<file path="config.mk">
export PLATFORM = sky130hd
export DESIGN_NAME = tdl_ctrl
export DESIGN_NICKNAME = d
export VERILOG_FILES = /design/src/sv/assert_macros.svh /design/src/sv/tdl_pkg.sv /design/src/sv/tdl_ctrl.sv
export SDC_FILE = /design/constraint.sdc
export NUM_CORES = 1
export LEC_CHECK = 0
export BUFFER_PORTS_ARGS = -buffer_cell sky130_fd_sc_hd__clkbuf_2
export CORE_MARGIN = 2
export CORE_UTILIZATION = 40
export CTS_BUF_LIST = sky130_fd_sc_hd__clkbuf_16
export CTS_CLUSTER_SIZE = 8
export DETAILED_ROUTE_END_ITERATION = 12
export PLACE_DENSITY = 0.68
export SLEW_MARGIN = 20
export SYNTH_ARGS = -nofsm -noshare
export SYNTH_HDL_FRONTEND = slang
export SYNTH_SLANG_ARGS = --single-unit
</file>
<file path="constraint.sdc">
create_clock -name clk -period 3.3 [get_ports clk]
set_clock_uncertainty 0.05 [all_clocks]
set_input_delay 0.33 -clock clk [delete_from_list [all_inputs] [get_ports clk]]
set_output_delay 0.33 -clock clk [all_outputs]
set_load 0.005 [all_outputs]
</file>
<file path="src/sv/assert_macros.svh">
// assertion macros used by the rtl
`ifndef ASSERT_MACROS_SVH
`define ASSERT_MACROS_SVH
`ifndef SYNTHESIS
`define ASSERT_IMPL(label, clk, rstn, lhs, rhs, msg) \
	label: assert property (@(posedge clk) disable iff (!rstn) (lhs) |-> (rhs)) else $error(msg);
`define ASSERT_NEXT(label, clk, rstn, lhs, rhs, msg) \
	label: assert property (@(posedge clk) disable iff (!rstn) (lhs) |=> (rhs)) else $error(msg);
`else
`define ASSERT_IMPL(label, clk, rstn, lhs, rhs, msg)
`define ASSERT_NEXT(label, clk, rstn, lhs, rhs, msg)
`endif
`endif

</file>
<file path="src/sv/tdl_pkg.sv">
`default_nettype none
package tdl_pkg;
	localparam logic [1:0] OP_STORE = 2'd0;
	localparam logic [1:0] OP_READ  = 2'd1;
	localparam logic [1:0] OP_ZC    = 2'd2;

	localparam logic [1:0] ST_OK    = 2'd0;
	localparam logic [1:0] ST_RANGE = 2'd1;
	localparam logic [1:0] ST_OVF   = 2'd2;

	localparam logic [63:0] SIGN_BIT = 64'h8000_0000_0000_0000;
	localparam logic [63:0] VAL_MAX  = 64'h7fff_ffff_ffff_ffff;
	localparam logic [63:0] VAL_MIN  = 64'h8000_0000_0000_0000;

	localparam int IP_CNTW = 6;
	localparam logic [IP_CNTW-1:0] MUL_LAST = 6'd4;
	localparam logic [IP_CNTW-1:0] DIV_LAST = 6'd63;

	typedef enum logic [1:0] {
		RD_NEWEST,
		RD_OLDEST,
		RD_SCAN
	} rd_sel_t;

	typedef enum logic [2:0] {
		RES_KEEP,
		RES_SAMPLE,
		RES_RDV,
		RES_PREV,
		RES_ZC,
		RES_NEGZC,
		RES_TRIV,
		RES_SUM
	} res_sel_t;

	typedef struct packed {
		logic     capture;
		logic     mem_rd;
		rd_sel_t  rd_sel;
		logic     mem_wr;
		logic     dec_fill;
		logic     drop_one;
		logic     inc_fill;
		logic     drop_row;
		logic     set_dup;
		logic     scan_init;
		logic     scan_eval;
		logic     ip_load_row;
		logic     ip_load_last;
		logic     ip_chk;
		logic     mul_step;
		logic     div_ones;
		logic     div_init;
		logic     div_step;
		res_sel_t res_sel;
		logic     st_range;
		logic     st_ovf;
		logic     ev_scan;
		logic     out_load;
	} dp_cmd_t;

	typedef struct packed {
		logic [1:0] op;
		logic       ch_ok;
		logic       bad_delay;
		logic       early;
		logic       in_window;
		logic       empty;
		logic       full;
		logic       fill_one;
		logic       rb_more;
		logic       dup;
		logic       dup_q;
		logic       ts_gt_last;
		logic       scan_done;
		logic       sev;
		logic       row_last;
		logic       triv;
		logic       mul_last;
		logic       ovf;
		logic       div_last;
	} dp_sts_t;
endpackage
`default_nettype wire

</file>
<file path="src/sv/tdl_ctrl.sv">
`default_nettype none
module tdl_ctrl (
	input  wire               clk,
	input  wire               arst_n,
	input  wire               in_valid,
	output logic              in_ready,
	output logic              out_valid,
	input  wire               out_ready,
	input  tdl_pkg::dp_sts_t  sts,
	output tdl_pkg::dp_cmd_t  cmd
);
	import tdl_pkg::*;

	typedef enum logic [19:0] {
		S_IDLE      = 20'b0000_0000_0000_0000_0001,
		S_DISP      = 20'b0000_0000_0000_0000_0010,
		S_RB_RD     = 20'b0000_0000_0000_0000_0100,
		S_RB_EV     = 20'b0000_0000_0000_0000_1000,
		S_APPEND    = 20'b0000_0000_0000_0001_0000,
		S_WRITE     = 20'b0000_0000_0000_0010_0000,
		S_SCAN_INIT = 20'b0000_0000_0000_0100_0000,
		S_SCAN_RD   = 20'b0000_0000_0000_1000_0000,
		S_SCAN_EV   = 20'b0000_0000_0001_0000_0000,
		S_SCAN_END  = 20'b0000_0000_0010_0000_0000,
		S_OLD_RD    = 20'b0000_0000_0100_0000_0000,
		S_OLD_EV    = 20'b0000_0000_1000_0000_0000,
		S_LAST_RD   = 20'b0000_0001_0000_0000_0000,
		S_LAST_EV   = 20'b0000_0010_0000_0000_0000,
		S_IP_CHK    = 20'b0000_0100_0000_0000_0000,
		S_MUL       = 20'b0000_1000_0000_0000_0000,
		S_DIV_CHK   = 20'b0001_0000_0000_0000_0000,
		S_DIV       = 20'b0010_0000_0000_0000_0000,
		S_SUM       = 20'b0100_0000_0000_0000_0000,
		S_FIN       = 20'b1000_0000_0000_0000_0000
	} state_t;

	state_t state_q, state_d;
	logic   out_valid_q;

	assign in_ready  = (state_q == S_IDLE);
	assign out_valid = out_valid_q;

	always_comb begin
		cmd     = '0;
		state_d = state_q;
		unique case (state_q)
			S_IDLE: begin
				if (in_valid) begin
					cmd.capture = 1'b1;
					state_d     = S_DISP;
				end
			end
			S_DISP: begin
				if (!sts.ch_ok) begin
					state_d = S_FIN;
				end else begin
					case (sts.op)
						OP_STORE: state_d = sts.empty ? S_APPEND : S_RB_RD;
						OP_READ: begin
							if (sts.bad_delay) begin
								cmd.res_sel  = RES_SAMPLE;
								cmd.st_range = 1'b1;
								state_d      = S_FIN;
							end else if (sts.early || sts.empty) begin
								cmd.res_sel = RES_SAMPLE;
								state_d     = S_FIN;
							end else if (sts.in_window) begin
								state_d = S_OLD_RD;
							end else begin
								state_d = S_LAST_RD;
							end
						end
						OP_ZC: begin
							cmd.res_sel = RES_ZC;
							state_d     = sts.empty ? S_FIN : S_SCAN_INIT;
						end
						default: state_d = S_FIN;
					endcase
				end
			end
			S_RB_RD: begin
				cmd.mem_rd = 1'b1;
				cmd.rd_sel = RD_NEWEST;
				state_d    = S_RB_EV;
			end
			S_RB_EV: begin
				if (sts.rb_more) begin
					cmd.dec_fill = 1'b1;
					state_d      = sts.fill_one ? S_APPEND : S_RB_RD;
				end else if (sts.dup) begin
					cmd.set_dup = 1'b1;
					state_d     = S_SCAN_INIT;
				end else begin
					state_d = S_APPEND;
				end
			end
			S_APPEND: begin
				if (sts.full) begin
					cmd.drop_one = 1'b1;
					cmd.st_ovf   = 1'b1;
				end
				state_d = S_WRITE;
			end
			S_WRITE: begin
				cmd.mem_wr   = 1'b1;
				cmd.inc_fill = 1'b1;
				state_d      = S_SCAN_INIT;
			end
			S_SCAN_INIT: begin
				cmd.scan_init = 1'b1;
				state_d       = S_SCAN_RD;
			end
			S_SCAN_RD: begin
				cmd.mem_rd = 1'b1;
				cmd.rd_sel = RD_SCAN;
				state_d    = S_SCAN_EV;
			end
			S_SCAN_EV: begin
				cmd.scan_eval = 1'b1;
				state_d       = sts.scan_done ? S_SCAN_END : S_SCAN_RD;
			end
			S_SCAN_END: begin
				state_d = S_FIN;
				case (sts.op)
					OP_STORE: begin
						cmd.drop_row = sts.dup_q || !sts.sev;
						cmd.ev_scan  = !sts.dup_q;
					end
					OP_ZC: begin
						cmd.ev_scan = 1'b1;
						if (sts.sev) cmd.res_sel = RES_NEGZC;
					end
					OP_READ: begin
						if (sts.row_last) begin
							cmd.res_sel = RES_PREV;
						end else begin
							cmd.ip_load_row = 1'b1;
							state_d         = S_IP_CHK;
						end
					end
					default: state_d = S_FIN;
				endcase
			end
			S_OLD_RD: begin
				cmd.mem_rd = 1'b1;
				cmd.rd_sel = RD_OLDEST;
				state_d    = S_OLD_EV;
			end
			S_OLD_EV: begin
				cmd.res_sel = RES_RDV;
				state_d     = S_FIN;
			end
			S_LAST_RD: begin
				cmd.mem_rd = 1'b1;
				cmd.rd_sel = RD_NEWEST;
				state_d    = S_LAST_EV;
			end
			S_LAST_EV: begin
				if (sts.ts_gt_last) begin
					cmd.ip_load_last = 1'b1;
					state_d          = S_IP_CHK;
				end else begin
					state_d = S_SCAN_INIT;
				end
			end
			S_IP_CHK: begin
				cmd.ip_chk = 1'b1;
				if (sts.triv) begin
					cmd.res_sel = RES_TRIV;
					state_d     = S_FIN;
				end else begin
					state_d = S_MUL;
				end
			end
			S_MUL: begin
				cmd.mul_step = 1'b1;
				if (sts.mul_last) state_d = S_DIV_CHK;
			end
			S_DIV_CHK: begin
				if (sts.ovf) begin
					cmd.div_ones = 1'b1;
					state_d      = S_SUM;
				end else begin
					cmd.div_init = 1'b1;
					state_d      = S_DIV;
				end
			end
			S_DIV: begin
				cmd.div_step = 1'b1;
				if (sts.div_last) state_d = S_SUM;
			end
			S_SUM: begin
				cmd.res_sel = RES_SUM;
				state_d     = S_FIN;
			end
			S_FIN: begin
				if (!out_valid_q || out_ready) begin
					cmd.out_load = 1'b1;
					state_d      = S_IDLE;
				end
			end
			default: state_d = S_IDLE;
		endcase
	end

	always_ff @(posedge clk or negedge arst_n) begin
		if (!arst_n) begin
			state_q     <= S_IDLE;
			out_valid_q <= 1'b0;
		end else begin
			state_q <= state_d;
			if (cmd.out_load) out_valid_q <= 1'b1;
			else if (out_ready) out_valid_q <= 1'b0;
		end
	end
endmodule
`default_nettype wire

</file>
==> impl_metrics.yaml, run 1 <==
sta:
  worst_slew_pin_slew_ns: 0.654
  rsz0062_at_grt: "false"
  setup_viol: 0
  fin_tns_setup_ns: 0
  fmax_ghz: 0.361
  period_share: 0.839
  hold_ws_ns: -0.0151
  period_minus_slack_ns: 2.77
  fin_ws_ns: 0.530
  slew_headroom: 0.560
  hold_viol_final: 20
  finalMaxSlewViolations: 0
synth:
  synth_top_area_share: 0.320
  ys_warn_count: 0
  synthesis.area_um2: 1560
  synth.top_cells.by_area: "dfrtp_1, nor4_4, nor2_1"
  synth_seq_cells: 21
  synth_common_cells: "dfrtp_1, nor2_1, inv_1, nand2_1, nor4_1"
  synth_top_cell_by_area: "dfrtp_1"
  syn_area_per_cell_um2: 8.93
  ys_types: 48
  synth_edf_count: 0
  yosysMostFrequentCell: "dfrtp_1"
  seq_area_frac_synth: 0.337
  syn-num-nets: 203
  synth_top_flop_cell: "dfrtp_1"
  postSynthCellCount: 175
  async_flop_share: 1.00
global_routing:
  grt-ovfl-total: 0
  grt_usage: 0.194
  grt_max_degree: 22
  grt_pass1_wl_mm: 6.51
  antenna_found_initial: 0
  grt_pass1_vias: 1427
floorplanning:
  core-area_um2: 3720
  num_io_pins: 52
  dieArea_um2: 4420
  dieWidth_um: 66.5
  die_h_um: 66.5
  num_rows: 22
  initial_core_util: 0.421
finish:
  n_antenna_cell: 0
  fillers: 374
  synthToLayoutAreaGrowth_pct: 23.9
  drive_above_1_share: 0.304
  ff_latch_area_um2: 527
  instances_no_fill: 275
  multi_input_area_um2: 967
  fin_nets: 256
clock_tree:
  clockBufferDepth: 2
  cts_setup_buffers: 0
  root_buffer: "clkbuf_16"
  cts_resized: 0
  cts_tree: "yes"
  htreeDepth: 1
  clk_pin_slew_ns: 0.06
  clock_sinks: 21
  clock_latency_ns: 0.26
  numCtsBuffers: 3
  holdBufCountCts: 0
detailed_routing:
  ant_nets: 0
  drt_iter0_drc: 108
  drc: 0
  firstDrtPassIters: 4
  wl_per_cell_um: 14.3
  via_per_inst: 5.63
  drt-total-wl_mm: 3.95
  vias: 1547
placement:
  place.port_buffers: 51
  hpwl_mm: 3.16
  place.gp.congestion: 0.808
  pre_cts_ws_ns: 0.823
  dp.cells: 271
min_path:
  hold_class: "in -> async"
critical_path:
  cp.required_ns: 2.92
  criticalPathCategory: "reg -> out"
  critPathLaunch: "state_q[2]$_DFFE_PN0P_"
  crit_path_end_kind: "primary output"
  worstSetupStartpointType: "flop"
  r2r-start: "state_q[13]$_DFFE_PN0P_"
  crit_fanout: 7
  critPathArrivalTime_ns: 2.39
power_and_ir_drop:
  p_per_area_nw_per_um2: 437
  power_mw: 0.846
  p_leak_nw: 0.959
  ir_drop_mv: 0.208
run:
  cap_violations: 0
outcome:
  violations: "negative hold slack"
  status: "finished with violations"
-- through the flow --
step	utilization	instance area, um^2
after floorplan	-	1560
after global placement	0.500	1860
after detailed placement	0.500	1860
after CTS	0.521	1940
after global routing	0.521	1940
final	0.521	1940
-- metal layers --
layer  vias up  track usage  share of wire
met5         -            0              0
met4         0       0.0638          0.013
met3         5       0.0321          0.045
met2        45        0.318           0.48
met1       737        0.260           0.46
li1        760            -              -
-- cells in the final DEF (no fill, tap or decap), types with 2 or more instances in the layout --
cell,synthesis,final
clkbuf_2,0,51
dfrtp_1,20,20
nor2_1,18,18
inv_1,13,14
nand2_1,11,11
nor4_1,9,9
nor3_1,7,7
and2_1,7,7
nor2b_1,6,6
nand2b_1,6,6
nor4_4,5,5
nand4_1,5,5
nand3b_1,5,5
a21oi_1,5,5
o21ai_0,4,4
ha_1,4,4
or2_2,3,3
or3_1,3,3
nand3_1,3,3
or4_1,3,3
clkbuf_16,0,3
or4b_2,2,2
nor4bb_1,2,2
a211oi_1,2,2
nor4b_1,2,2
o211ai_1,2,2
xnor2_1,2,2
o32ai_1,2,2
o22ai_1,2,2
-- final timing paths --
kind	to	slack, ns	depth (start not counted)
max in group asynchronous	state_q[0]$_DFFE_PN1P_	2.85	1
setup / recovery	cmd[4]	0.53	6
setup reg to reg	state_q[19]$_DFFE_PN0P_	1.10	5
hold / removal	out_valid$_DFFE_PN0P_	-0.02	1
hold reg to reg	out_valid$_DFFE_PN0P_	0.54	2
min in group clk	state_q[12]$_DFFE_PN0P_	0.20	2
-- sequential cells by signal (all words and copies together), names as in the netlist --
| name | flops |
|---|---|
| state_q | 20 |
| out_valid | 1 |
-- where the power goes --
part / internal [mW] / switching (mW)
sequential: 0.280 / 0.0322
combinational: 0.117 / 0.163
clock: 0.161 / 0.0922
total: 0.559 / 0.287
-- critical path: stages, from the launching register on --
cell,delay [ns]
dfrtp_1,0.46
nor4b_1,0.55
nand4_1,0.18
nor2_1,0.47
a31oi_1,0.14
o21ai_0,0.19
clkbuf_2,0.14
-- cell type report --
cell class / count / share of cell area
Clock buffer: 3 / 0.0388
Clock inverter: 1 / 0.00194
Inverter: 13 / 0.0252
Multi-Input combinational cell: 138 / 0.499
Sequential cell: 21 / 0.272
Tap cell: 48 / 0.0310
Timing Repair Buffer: 51 / 0.132
-- kinds of logic (layout without fill, tap and decap cells) --
family	count (synthesis)	count (layout)	synth area share
buffers and inverters	16	68	0.0440
flip-flops	21	21	0.337
adder cells (fa/ha/maj)	4	4	0.0320
AO/OA/AOI/OAI	27	27	0.126
AND/OR/NAND/NOR	104	104	0.444
XOR/XNOR	3	3	0.0168
(Power assumes the default switching activity.)
==> run 2: changes to the inputs <==
Settings changed: PLACE_DENSITY 0.68 to 0.7.
Clock period 3.3 ns to 2.45 ns, I/O delays scaled along.
==> run 2 against run 1 <==
Net effect:
- flip-flop and latch count stayed put
- non-clock buffer count grew 26
- clock-buffer cell count is the same
- the flow now finishes without violations
- critical endpoint is now cmd[5]
==> impl_metrics.yaml, run 2 (synthesis results as in run 1) <==
outcome:
  status: "finished clean"
critical_path:
  criticalPathCategory: "reg -> out"
  crit_family: "simple AND/OR/NAND/NOR gates"
  worstSetupStartpointType: "flop"
  crit_chain: "or4b_2, or2_2, o21ai_0, clkbuf_2"
  slowest_stage: "or4b_2"
  cpPeakStageDelay_ns: 0.74
  path_buf_inv: 1
  critPathArrivalTime_ns: 2.15
  crit_path_end_kind: "primary output"
  cp.required_ns: 2.15
  crit_fanout: 7
power_and_ir_drop:
  pwr-share-comb: 0.429
  switching_share: 0.339
  p_seq_frac: 0.322
  p_switching_mw: 0.453
  power_mw: 1.33
  p_leak_nw: 1.09
  pwr-share-clk: 0.250
  p_per_area_nw_per_um2: 598
  internal-power_mw: 0.882
  ir_drop_mv: 0.291
finish:
  n_antenna_cell: 0
  fin_nets: 282
  utilization: 0.601
  fin_area_um2: 2230
  final_common_cell: "clkbuf_2"
  max_flop_register: "state_q"
  largest_register_ffs: 20
  synthToLayoutAreaGrowth_pct: 42.8
  drive_above_1_share: 0.451
  final_cell_mix: "clkbuf_2, buf_4, nor2_1, dfrtp_1, inv_1"
placement:
  hpwl_mm: 3.41
  pre_cts_ws_ns: 0.181
  place.port_buffers: 51
  place.gp.congestion: 0.985
  dpl_cell_area_um2: 1940
sta:
  worst_slew_pin_slew_ns: 0.532
  rsz0062_at_grt: "true"
  period_share: 1.00
  slew_headroom: 0.645
  finalMaxSlewViolations: 0
  hold_viol_final: 0
  setup_viol: 0
  fin_ws_ns: 0.000475
  hold_ws_ns: 0.122
  fmax_ghz: 0.408
  period_minus_slack_ns: 2.45
clock_tree:
  clock_sinks: 21
  numCtsBuffers: 3
  cts_tree: "yes"
  clock_latency_ns: 0.25
  clockBufferDepth: 2
  root_buffer: "clkbuf_16"
  clk_pin_slew_ns: 0.05
  htreeDepth: 1
detailed_routing:
  firstDrtPassIters: 4
  via_per_inst: 5.56
  ant_nets: 0
  drc: 0
  drt-total-wl_mm: 4.49
  vias: 1675
  drt_iter0_drc: 98
  wl_per_cell_um: 14.9
global_routing:
  grt_pass1_vias: 1447
  antenna_found_initial: 0
  grt-ovfl-total: 0
  grt_usage: 0.202
  grt_pass1_wl_mm: 6.78
  grt_max_degree: 22
floorplanning:
  core-area_um2: 3720
  num_io_pins: 52
  die_h_um: 66.5
  num_rows: 22
  initial_core_util: 0.421
  dieWidth_um: 66.5
  dieArea_um2: 4420
run:
  cap_violations: 0
min_path:
  hold_class: "in -> reg"
[run 2: timing repair]
action / in CTS / in global routing
buffers inserted: 6 / 8
hold endpoints to repair: 20 / 0
endpoints found under the setup margin: 7 / 22
resized for setup: 4 / 19
pin swaps: 5 / 13
hold buffers: 1 / 0
[run 2: layout make-up]
cell class | count | area [um^2]
clock inverters | 1 | 3.75
repair buffers | 77 | 459
fillers | 325 | 1480
multi-input cells | 138 | 1050
clock buffers | 3 | 75.1
flip-flops and latches | 21 | 533
inverters | 13 | 48.8
well taps | 48 | 60.1
[run 2: path summary, 6_finish.rpt]
path | from | to | slack [ns] | cells after the start
setup / recovery | state_q[8]$_DFFE_PN0P_ | cmd[5] | 0.0005 | 4
hold / removal | sts[14] | state_q[12]$_DFFE_PN0P_ | 0.12 | 2
setup reg to reg | state_q[4]$_DFFE_PN0P_ | state_q[18]$_DFFE_PN0P_ | 0.16 | 6
hold reg to reg | state_q[9]$_DFFE_PN0P_ | state_q[11]$_DFFE_PN0P_ | 0.51 | 1
max in group asynchronous | arst_n | state_q[5]$_DFFE_PN0P_ | 1.50 | 2
min in group asynchronous | arst_n | out_valid$_DFFE_PN0P_ | 0.46 | 2
[run 2: worst reg2reg max path, cell delays in order, from the launching register on]
cell and delay, ns:
dfrtp_1 0.45, nor4_4 0.42, nand4_1 0.33, buf_4 0.24, or3_1 0.39, o211ai_1 0.22
a21oi_1 0.07
[run 2: per-layer routing]
| metal | track usage | routed length (um) | up-vias |
|---|---|---|---|
| met1 | 0.288 | 2050 | 797 |
| met2 | 0.316 | 2140 | 64 |
| li1 | - | - | 810 |
| met5 | 0 | 0 | - |
| met3 | 0.0253 | 242 | 4 |
| met4 | 0.0663 | 49 | 0 |
[run 2: power groups by stage]
stage	logic (mW)	clock network (mW)	registers (mW)
after floorplan	0.262	0	0.418
after global placement	0.405	0	0.424
after detailed placement	0.409	0	0.425
after CTS	0.487	0.337	0.427
after global routing	0.618	0.356	0.436
final	0.572	0.333	0.429
[run 2: metrics by stage]
stage / cells / setup TNS [ns]
6_report: 301 / 0
4_1_cts: 293 / 0
3_3_place_gp: 282 / 0
2_1_floorplan: 175 / 0
3_5_place_dp: 282 / 0
5_1_grt: 301 / -0.179
